==> src/hdl/replay_clock_update_assert.svh <==
// ----------------------------------------------------------------------------
// Replay clock update: assertion macros
// Concurrent check macros for the replay clock top level; empty under SYNTH.
// ----------------------------------------------------------------------------
`ifndef REPLAY_CLOCK_UPDATE_ASSERT_SVH
`define REPLAY_CLOCK_UPDATE_ASSERT_SVH
`ifndef SYNTH
`define RCU_ASSERT(lbl, clk, rst, prop) \
  lbl: assert property (@(posedge clk) disable iff (rst) prop) \
    else $error("replay clock check failed");
`define RCU_ASSERT_RST(lbl, clk, prop) \
  lbl: assert property (@(posedge clk) prop) \
    else $error("replay clock reset check failed");
`else
`define RCU_ASSERT(lbl, clk, rst, prop)
`define RCU_ASSERT_RST(lbl, clk, prop)
`endif
`endif

==> src/hdl/rcu_pkg.sv <==
// ----------------------------------------------------------------------------
// Replay clock update package
// Payload types, register indexes and default sizes of the replay clock.
// ----------------------------------------------------------------------------
package rcu_pkg;

  localparam int NUM_PROCS_DEF   = 4;
  localparam int OFFSET_BITS_DEF = 16;

  localparam int TIME_W  = 32;
  localparam int VALID_W = 4;
  localparam int WORD_W  = 64;
  localparam int COUNT_W = 16;
  localparam int EPS_W   = 16;
  localparam int OWN_W   = 2;
  localparam int CFG_W   = 16;

  localparam logic [EPS_W-1:0]   EPSILON_RESET = '1;
  localparam logic [OWN_W-1:0]   OWN_RESET     = '0;
  localparam logic [COUNT_W-1:0] COUNT_MAX     = '1;

  typedef enum logic [0:0] {
    REG_EPSILON     = 1'b0,
    REG_OWN_PROCESS = 1'b1
  } cfg_reg_t;

  typedef enum logic [0:0] {
    CMD_SEND    = 1'b0,
    CMD_RECEIVE = 1'b1
  } cmd_t;

  typedef struct packed {
    logic [0:0]         cmd;
    logic [TIME_W-1:0]  phys_time;
    logic [TIME_W-1:0]  msg_time;
    logic [VALID_W-1:0] msg_valid;
    logic [WORD_W-1:0]  msg_offset_word;
    logic [COUNT_W-1:0] msg_count;
  } item_t;

  typedef struct packed {
    logic [TIME_W-1:0]  clock_time;
    logic [VALID_W-1:0] clock_valid;
    logic [WORD_W-1:0]  clock_offset_word;
    logic [COUNT_W-1:0] clock_count;
  } result_t;

endpackage

==> src/hdl/rcu_cfg.sv <==
// ----------------------------------------------------------------------------
// Replay clock configuration registers
// Holds epsilon and the own process index and derives the effective bound.
// ----------------------------------------------------------------------------
module rcu_cfg #(
  parameter int NUM_PROCS   = rcu_pkg::NUM_PROCS_DEF,
  parameter int OFFSET_BITS = rcu_pkg::OFFSET_BITS_DEF
) (
  input  logic                           clk,
  input  logic                           rst,
  input  logic                           cfg_we,
  input  rcu_pkg::cfg_reg_t              cfg_index,
  input  logic [rcu_pkg::CFG_W-1:0]      cfg_data,
  output logic [OFFSET_BITS-1:0]         eff_eps,
  output logic [$clog2(NUM_PROCS)-1:0]   own_idx
);

  localparam int PW  = $clog2(NUM_PROCS);
  localparam int EW  = (OFFSET_BITS > rcu_pkg::EPS_W) ? OFFSET_BITS : rcu_pkg::EPS_W;
  localparam int OW0 = $clog2(NUM_PROCS + 1);
  localparam int OW  = (OW0 > rcu_pkg::OWN_W) ? OW0 : rcu_pkg::OWN_W;
  localparam logic [OFFSET_BITS-1:0] OFF_MAX = '1;

  logic [rcu_pkg::EPS_W-1:0] epsilon;
  logic [rcu_pkg::OWN_W-1:0] own_process;
  logic [OW-1:0]             own_wide;
  logic [OW-1:0]             own_wrap;

  always_ff @(posedge clk) begin
    if (rst) begin
      epsilon     <= rcu_pkg::EPSILON_RESET;
      own_process <= rcu_pkg::OWN_RESET;
    end else if (cfg_we) begin
      unique case (cfg_index)
        rcu_pkg::REG_EPSILON:     epsilon     <= cfg_data[rcu_pkg::EPS_W-1:0];
        rcu_pkg::REG_OWN_PROCESS: own_process <= cfg_data[rcu_pkg::OWN_W-1:0];
        default: ;
      endcase
    end
  end

  always_comb begin
    if (EW'(epsilon) > EW'(OFF_MAX)) begin
      eff_eps = OFF_MAX;
    end else begin
      eff_eps = OFFSET_BITS'(epsilon);
    end
    own_wide = OW'(own_process);
    if (own_wide >= OW'(NUM_PROCS)) begin
      own_wrap = own_wide - OW'(NUM_PROCS);
    end else begin
      own_wrap = own_wide;
    end
    own_idx = PW'(own_wrap);
  end

endmodule

==> src/hdl/rcu_update.sv <==
// ----------------------------------------------------------------------------
// Replay clock next-state logic
// Computes the clock after one send, local or receive event.
// ----------------------------------------------------------------------------
module rcu_update #(
  parameter int NUM_PROCS   = rcu_pkg::NUM_PROCS_DEF,
  parameter int OFFSET_BITS = rcu_pkg::OFFSET_BITS_DEF
) (
  input  rcu_pkg::item_t                              item,
  input  logic [OFFSET_BITS-1:0]                      eff_eps,
  input  logic [$clog2(NUM_PROCS)-1:0]                own_idx,
  input  logic [rcu_pkg::TIME_W-1:0]                  logical_time,
  input  logic [NUM_PROCS-1:0]                        proc_valid,
  input  logic [NUM_PROCS-1:0][OFFSET_BITS-1:0]       proc_offset,
  input  logic [rcu_pkg::COUNT_W-1:0]                 event_count,
  output logic [rcu_pkg::TIME_W-1:0]                  logical_time_next,
  output logic [NUM_PROCS-1:0]                        proc_valid_next,
  output logic [NUM_PROCS-1:0][OFFSET_BITS-1:0]       proc_offset_next,
  output logic [rcu_pkg::COUNT_W-1:0]                 event_count_next
);

  localparam int TW  = rcu_pkg::TIME_W;
  localparam int SW  = TW + 1;
  localparam int MW  = (NUM_PROCS > rcu_pkg::VALID_W) ? NUM_PROCS : rcu_pkg::VALID_W;
  localparam int WW0 = NUM_PROCS * OFFSET_BITS;
  localparam int WW  = (WW0 > rcu_pkg::WORD_W) ? WW0 : rcu_pkg::WORD_W;

  logic [TW-1:0]                          t_lm;
  logic [TW-1:0]                          nt_rcv;
  logic [TW-1:0]                          nt_send;
  logic [TW-1:0]                          nt;
  logic [TW-1:0]                          dn;
  logic [TW-1:0]                          dm;
  logic [TW-1:0]                          want;
  logic [MW-1:0]                          mv_ext;
  logic [NUM_PROCS-1:0]                   mv;
  logic [WW-1:0]                          mword_ext;
  logic [NUM_PROCS-1:0][OFFSET_BITS-1:0]  slot;
  logic [NUM_PROCS-1:0][SW-1:0]           a_sum;
  logic [NUM_PROCS-1:0][SW-1:0]           b_sum;
  logic [NUM_PROCS-1:0][OFFSET_BITS-1:0]  a_off;
  logic [NUM_PROCS-1:0][OFFSET_BITS-1:0]  b_off;
  logic [NUM_PROCS-1:0][OFFSET_BITS-1:0]  m_off;
  logic [NUM_PROCS-1:0][OFFSET_BITS-1:0]  new_off;
  logic [NUM_PROCS-1:0]                   new_valid;
  logic [NUM_PROCS-1:0][OFFSET_BITS-1:0]  sh_off;
  logic [NUM_PROCS-1:0]                   sh_valid;
  logic [NUM_PROCS-1:0]                   node_miss;
  logic [NUM_PROCS-1:0]                   msg_miss;
  logic [SW-1:0]                          eps_w;
  logic [OFFSET_BITS-1:0]                 own_off;
  logic                                   node_eq;
  logic                                   msg_eq;
  logic [rcu_pkg::COUNT_W-1:0]            cnt_max;
  logic [rcu_pkg::COUNT_W-1:0]            inc_base;
  logic [rcu_pkg::COUNT_W-1:0]            rcv_count;
  logic [rcu_pkg::COUNT_W-1:0]            send_inc;

  always_comb begin
    eps_w   = SW'(eff_eps);
    t_lm    = (logical_time > item.msg_time) ? logical_time : item.msg_time;
    nt_rcv  = (item.phys_time > t_lm) ? item.phys_time : t_lm;
    nt_send = (logical_time > item.phys_time) ? logical_time : item.phys_time;
    nt      = (item.cmd == rcu_pkg::CMD_RECEIVE) ? nt_rcv : nt_send;
    dn      = nt - logical_time;
    dm      = nt - item.msg_time;
    want    = nt_send - item.phys_time;

    mv_ext    = MW'(item.msg_valid);
    mv        = mv_ext[NUM_PROCS-1:0];
    mword_ext = WW'(item.msg_offset_word);

    for (int p = 0; p < NUM_PROCS; p++) begin
      slot[p]  = mword_ext[p*OFFSET_BITS +: OFFSET_BITS];
      a_sum[p] = SW'(dn) + SW'(proc_offset[p]);
      b_sum[p] = SW'(dm) + SW'(slot[p]);
      a_off[p] = (proc_valid[p] && (a_sum[p] < eps_w)) ?
                 a_sum[p][OFFSET_BITS-1:0] : eff_eps;
      b_off[p] = (mv[p] && (b_sum[p] < eps_w)) ? b_sum[p][OFFSET_BITS-1:0] : eff_eps;
      m_off[p] = (a_off[p] < b_off[p]) ? a_off[p] : b_off[p];
      new_valid[p] = (m_off[p] < eff_eps);
      new_off[p]   = new_valid[p] ? m_off[p] : '0;
      sh_valid[p]  = proc_valid[p] && (a_sum[p] < eps_w);
      sh_off[p]    = sh_valid[p] ? a_sum[p][OFFSET_BITS-1:0] : '0;
      node_miss[p] = new_valid[p] && (proc_offset[p] != new_off[p]);
      msg_miss[p]  = new_valid[p] && (slot[p] != new_off[p]);
    end

    node_eq = (logical_time == nt) && (proc_valid == new_valid) && !(|node_miss);
    msg_eq  = (item.msg_time == nt) && (mv == new_valid) && !(|msg_miss);
    cnt_max = (event_count > item.msg_count) ? event_count : item.msg_count;
    inc_base = node_eq ? (msg_eq ? cnt_max : event_count) : item.msg_count;
    if (!node_eq && !msg_eq) begin
      rcv_count = '0;
    end else if (inc_base == rcu_pkg::COUNT_MAX) begin
      rcv_count = rcu_pkg::COUNT_MAX;
    end else begin
      rcv_count = inc_base + 1'b1;
    end
    send_inc = (event_count == rcu_pkg::COUNT_MAX) ? rcu_pkg::COUNT_MAX :
               event_count + 1'b1;

    own_off = (proc_valid[own_idx] && (proc_offset[own_idx] < eff_eps)) ?
              proc_offset[own_idx] : eff_eps;

    logical_time_next = nt;
    proc_valid_next   = proc_valid;
    proc_offset_next  = proc_offset;
    event_count_next  = '0;

    if (item.cmd == rcu_pkg::CMD_RECEIVE) begin
      proc_valid_next           = new_valid;
      proc_offset_next          = new_off;
      proc_valid_next[own_idx]  = 1'b1;
      proc_offset_next[own_idx] = '0;
      event_count_next          = rcv_count;
    end else if (nt_send == logical_time) begin
      if (SW'(own_off) <= SW'(want)) begin
        event_count_next = send_inc;
      end else begin
        proc_valid_next[own_idx]  = 1'b1;
        proc_offset_next[own_idx] = want[OFFSET_BITS-1:0];
      end
    end else begin
      proc_valid_next           = sh_valid;
      proc_offset_next          = sh_off;
      proc_valid_next[own_idx]  = 1'b1;
      proc_offset_next[own_idx] = '0;
    end
  end

endmodule

==> src/hdl/replay_clock_update.sv <==
// ----------------------------------------------------------------------------
// Replay clock update
// One node's replay clock: logical time, per-process offsets and valid bits,
// and a saturating event counter, updated once for each transfer in.
// ----------------------------------------------------------------------------
// The block takes one item per cycle while the result side does not stall,
// and returns one result per item: the item lands in an input register, and
// the combinational clock update then writes the clock state, which is the
// result shown on the output port. Throughput is set by that one update
// stage, whose state feeds straight back into the next item. A stall on the
// result side holds the state and, one item later, stalls the input side.
// Registers are to be written by the user only while no item is in flight;
// the block does not enforce this. There is no clearing pass after reset.
module replay_clock_update #(
  parameter int NUM_PROCS   = rcu_pkg::NUM_PROCS_DEF,
  parameter int OFFSET_BITS = rcu_pkg::OFFSET_BITS_DEF
) (
  input  logic                         clk,
  input  logic                         rst,
  input  logic                         item_valid,
  output logic                         item_stall,
  input  rcu_pkg::item_t               item,
  output logic                         result_valid,
  input  logic                         result_stall,
  output rcu_pkg::result_t             result,
  input  logic                         cfg_we,
  input  rcu_pkg::cfg_reg_t            cfg_index,
  input  logic [rcu_pkg::CFG_W-1:0]    cfg_data
);

`include "replay_clock_update_assert.svh"

  localparam int PW  = $clog2(NUM_PROCS);
  localparam int WW0 = NUM_PROCS * OFFSET_BITS;
  localparam int WW  = (WW0 > rcu_pkg::WORD_W) ? WW0 : rcu_pkg::WORD_W;

  logic [OFFSET_BITS-1:0]                eff_eps;
  logic [PW-1:0]                         own_idx;
  rcu_pkg::item_t                        in_reg;
  logic                                  in_full;
  logic                                  adv;
  logic [rcu_pkg::TIME_W-1:0]            logical_time;
  logic [NUM_PROCS-1:0]                  proc_valid;
  logic [NUM_PROCS-1:0][OFFSET_BITS-1:0] proc_offset;
  logic [rcu_pkg::COUNT_W-1:0]           event_count;
  logic [rcu_pkg::TIME_W-1:0]            logical_time_next;
  logic [NUM_PROCS-1:0]                  proc_valid_next;
  logic [NUM_PROCS-1:0][OFFSET_BITS-1:0] proc_offset_next;
  logic [rcu_pkg::COUNT_W-1:0]           event_count_next;
  logic [WW-1:0]                         word_ext;

  rcu_cfg #(
    .NUM_PROCS   (NUM_PROCS),
    .OFFSET_BITS (OFFSET_BITS)
  ) u_cfg (
    .clk       (clk),
    .rst       (rst),
    .cfg_we    (cfg_we),
    .cfg_index (cfg_index),
    .cfg_data  (cfg_data),
    .eff_eps   (eff_eps),
    .own_idx   (own_idx)
  );

  rcu_update #(
    .NUM_PROCS   (NUM_PROCS),
    .OFFSET_BITS (OFFSET_BITS)
  ) u_update (
    .item              (in_reg),
    .eff_eps           (eff_eps),
    .own_idx           (own_idx),
    .logical_time      (logical_time),
    .proc_valid        (proc_valid),
    .proc_offset       (proc_offset),
    .event_count       (event_count),
    .logical_time_next (logical_time_next),
    .proc_valid_next   (proc_valid_next),
    .proc_offset_next  (proc_offset_next),
    .event_count_next  (event_count_next)
  );

  assign adv        = in_full && (!result_valid || !result_stall);
  assign item_stall = in_full && !adv;

  always_ff @(posedge clk) begin
    if (rst) begin
      in_full      <= 1'b0;
      result_valid <= 1'b0;
      logical_time <= '0;
      proc_valid   <= '0;
      proc_offset  <= '0;
      event_count  <= '0;
    end else begin
      if (item_valid && !item_stall) begin
        in_full <= 1'b1;
        in_reg  <= item;
      end else if (adv) begin
        in_full <= 1'b0;
      end
      if (adv) begin
        result_valid <= 1'b1;
        logical_time <= logical_time_next;
        proc_valid   <= proc_valid_next;
        proc_offset  <= proc_offset_next;
        event_count  <= event_count_next;
      end else if (!result_stall) begin
        result_valid <= 1'b0;
      end
    end
  end

  always_comb begin
    word_ext = '0;
    for (int p = 0; p < NUM_PROCS; p++) begin
      word_ext[p*OFFSET_BITS +: OFFSET_BITS] = proc_valid[p] ? proc_offset[p] : '0;
    end
    result.clock_time        = logical_time;
    result.clock_valid       = rcu_pkg::VALID_W'(proc_valid);
    result.clock_offset_word = word_ext[rcu_pkg::WORD_W-1:0];
    result.clock_count       = event_count;
  end

  `RCU_ASSERT_RST(a_reset_empty, clk, rst |=> !result_valid && !in_full)
  `RCU_ASSERT(a_update_shows, clk, rst, adv |=> result_valid)
  `RCU_ASSERT(a_receive_own_valid, clk, rst, adv && in_reg.cmd |=> proc_valid[$past(own_idx)])
  `RCU_ASSERT(a_move_clears_count, clk, rst, adv && !in_reg.cmd && (logical_time_next != logical_time) |=> event_count == '0)

endmodule

==> config.mk <==
export PLATFORM = sky130hd
export DESIGN_NAME = replay_clock_update
export DESIGN_NICKNAME = d
export VERILOG_FILES = /design/src/hdl/rcu_pkg.sv /design/src/hdl/rcu_cfg.sv /design/src/hdl/rcu_update.sv /design/src/hdl/replay_clock_update.sv
export VERILOG_INCLUDE_DIRS = /design/src /design/src/hdl
export SDC_FILE = /design/constraint.sdc
export NUM_CORES = 2
export LEC_CHECK = 0
export BUFFER_PORTS_ARGS = -buffer_cell sky130_fd_sc_hd__clkbuf_2
export CORE_AREA = 4 4 299 272
export CTS_BUF_LIST = sky130_fd_sc_hd__clkbuf_16
export DETAILED_ROUTE_END_ITERATION = 7
export DIE_AREA = 0 0 303 276
export GPL_ROUTABILITY_DRIVEN = 0
export GPL_TIMING_DRIVEN = 0
export PLACE_DENSITY = 0.71
export SKIP_CTS_REPAIR_TIMING = 1
export SLEW_MARGIN = 25
export SYNTH_ARGS = -nofsm -noshare
export SYNTH_HDL_FRONTEND = slang
export SYNTH_SLANG_ARGS = --single-unit
export TNS_END_PERCENT = 50
==> constraint.sdc <==
create_clock -name clk -period 19.94 [get_ports clk]
set_input_delay 1.994 -clock clk [delete_from_list [all_inputs] [get_ports clk]]
set_output_delay 1.994 -clock clk [all_outputs]
set_load 0.05 [all_outputs]
==> reports/qor.yml <==
clkTransAtPathRegs_ps: 60
fin_crit_ps: 19830
synth_top_family_by_area: "compound AO/OA/AOI/OAI gates"
instances_no_fill: 6950
synth_cells: 5440
cp_slowest_cell: "xnor2_1"
h-tree-depth: 2
synth_warnings: 0
fillCellCount: 7012
dieArea_sq_um: 83630
cpMostUsedCell: "a21oi_1"
vias: 48480
synth_cell_types: 119
dr.pass1.iters: 8
synth_area_per_cell_sq_um: 7.833
syn-num-nets: 6234
synth_fa_ha_area_frac: 0.1849
synthToLayoutAreaGrowth_pct: 14.42
violations: "DRC"
drt-initial-drc-count: 7898
crit_path_max_incr_delay_ps: 940
placedCellCount: 6809
grt_antenna_before_repair: 19
clk_path_buf_depth: 3
synth_simple_gate_area_frac: 0.2073
min_path_cells: 2
fin_ws_ps: 107.4
final_nets: 6655
crit_fanout: 10
p_per_area_nw_per_um2: 95.71
cts_made_buffers: 38
relSlewSlack: 0.1423
ios: 289
crit_required_ps: 20450
grt_max_degree: 19
final_max_slew_viol_count: 0
tightestPinTransition_ps: 1282
die_w_um: 303
layout_commonest_cell: "ha_1"
root_buffer: "clkbuf_16"
synthArstFlopShare: 0
clk_latency_ps: 620
crit_arrival_ps: 20340
dieHeight_um: 276
wirelength_um: 194300
overflow: 0
hp-class: "reg2reg"
synth_compound_area_frac: 0.2468
criticalPathCategory: "reg2reg"
io_buffers: 287
synth_ff_type: "edfxtp_1"
peakVddDrop_v: 0.00007159
yosys-mux-area-fraction: 0.07729
finalSetupViolCount: 0
grt_pass1_wl_um: 274100
core_sq_um: 78600
tritoncts: "built"
hold_violations: 0
fin_tns_setup_ps: 0
fmax_ghz: 0.05042
drt.antenna.violating_nets: 0
row_count: 98
r2r_cells: 74
synth-edff-count: 149
cap_violations: 0
drc: 2
whs_ps: 540.7
synth_xor_area_frac: 0.06595
final_layout_size_suffix_gt1_frac: 0.1445
cp-end-kind: "flop"
viasPerCell: 6.975
finalClockSkew_ps: 40.85
start_util: 0.5421
cts_sinks: 285
largest_reg_flops: 149
wire_per_inst_um: 27.95
post-route-period-util: 0.9946
start_kind: "flop"
status: "finished, violations left"
mostFrequentLayoutCells: "ha_1 (607), nor2_1 (559), a21oi_1 (480)"
grt_pass1_vias: 43010
dp_hpwl_um: 149000
synth_seq_cells: 285
leakagePower_nw: 21.74
seq_area_frac_synth: 0.1689
syn_area_sq_um: 42610
gr-usage-all-layers: 0.4339
regArea_sq_um: 7202
multiInputGateArea_sq_um: 34510
post-place-ws_ps: -4097
-- metal layers --
layer	share of wire	up-vias	wire [um]	GRT usage
met5	0.00047	-	91	0.001742
met4	0.094	12	18320	0.3094
met3	0.16	1114	31500	0.1855
met2	0.39	3811	74940	0.5971
met1	0.36	22390	69440	0.5380
li1	-	21150	-	-
-- critical path: cells and delay by family, from the launching register on --
kind | cells | cell delay, ps
and+or+nand+nor | 25 | 5870
AOI/OAI and AO/OA | 24 | 5540
buffers and inverters | 14 | 2970
adders and majority gates | 6 | 2080
muxes | 3 | 1430
xor gates and xnor gates | 2 | 1340
DFF | 1 | 440
-- metrics by stage --
step	area (sq um)	power, W	util
global route	48730	0.004856	0.6200
global placement	45360	0.003501	0.5771
CTS	47170	0.004332	0.6002
floorplan	42610	0.002662	-
finish	48760	0.004666	0.6203
detailed placement	45880	0.003590	0.5837
-- synth_stat cells, drive strengths merged (12+ instances only) --
cell,instances,share of area
ha,612,0.18
nor2,565,0.050
a21oi,497,0.059
o21ai,328,0.039
inv,327,0.029
nand2,320,0.028
xnor2,205,0.042
mux2i,202,0.049
clkbuf,163,0.014
edfxtp,149,0.11
dfxtp,136,0.064
nand3,129,0.015
nand4,123,0.018
a21o,118,0.021
nor3,111,0.013
xor2,109,0.022
a211oi,105,0.019
and2,101,0.015
nand2b,90,0.013
mux2,72,0.019
o21a,70,0.012
nor2b,64,0.0094
nor4,61,0.0097
o22ai,57,0.0084
a31oi,55,0.0084
buf,45,0.0055
o211ai,43,0.0076
and3,42,0.0062
a22oi,40,0.0070
a211o,39,0.0080
or3,32,0.0048
a21boi,25,0.0045
or2,25,0.0037
and4,23,0.0047
o2111ai,23,0.0049
a2111oi,21,0.0052
o31ai,19,0.0035
or4,19,0.0034
mux4,18,0.0095
o21bai,18,0.0032
a311oi,15,0.0032
nor3b,14,0.0025
nor4b,13,0.0027
nand3b,12,0.0021
o41ai,12,0.0033
-- path summary, 6_finish.rpt --
check | slack [ps] | to | start
worst max-delay path | 110 | event_count[12]$_SDFFE_PP0P_ | in_reg[95]$_DFFE_PP_
worst min-delay path | 540 | result_valid$_SDFFE_PP0P_ | in_full$_SDFFE_PP0P_
worst max register to register | 110 | event_count[12]$_SDFFE_PP0P_ | in_reg[95]$_DFFE_PP_
worst min register to register | 540 | result_valid$_SDFFE_PP0P_ | in_full$_SDFFE_PP0P_
-- report_power, final --
group	internal [W]	total, W	switching, W	leakage [nW]
sequential	0.000651	0.000724	0.0000723	2.51
combinational	0.00112	0.00320	0.00208	18.6
clock	0.000430	0.000742	0.000312	0.643
total	0.00220	0.00467	0.00247	21.7
-- final cells by class --
cell class,instances,area share
inverter,329,0.02541
clock inverter,29,0.006031
antenna,10,0.0005133
clock buffer,40,0.02053
sequential,285,0.1477
multi-input combinational,4619,0.7079
tap,1050,0.02695
buffer,206,0.01894
timing repair buffer,382,0.04606
-- logic make-up (layout without fill, tap and decap cells) --
| logic type | Yosys count | in the layout |
|---|---|---|
| compound gates | 1620 | 1621 |
| xor+xnor | 316 | 316 |
| fa+ha+maj | 623 | 623 |
| buf+inv | 537 | 986 |
| flops | 285 | 285 |
| mux | 292 | 292 |
| other cells | 0 | 10 |
| simple gates | 1767 | 1767 |
Note: power is estimated with default switching activity, not from simulation.
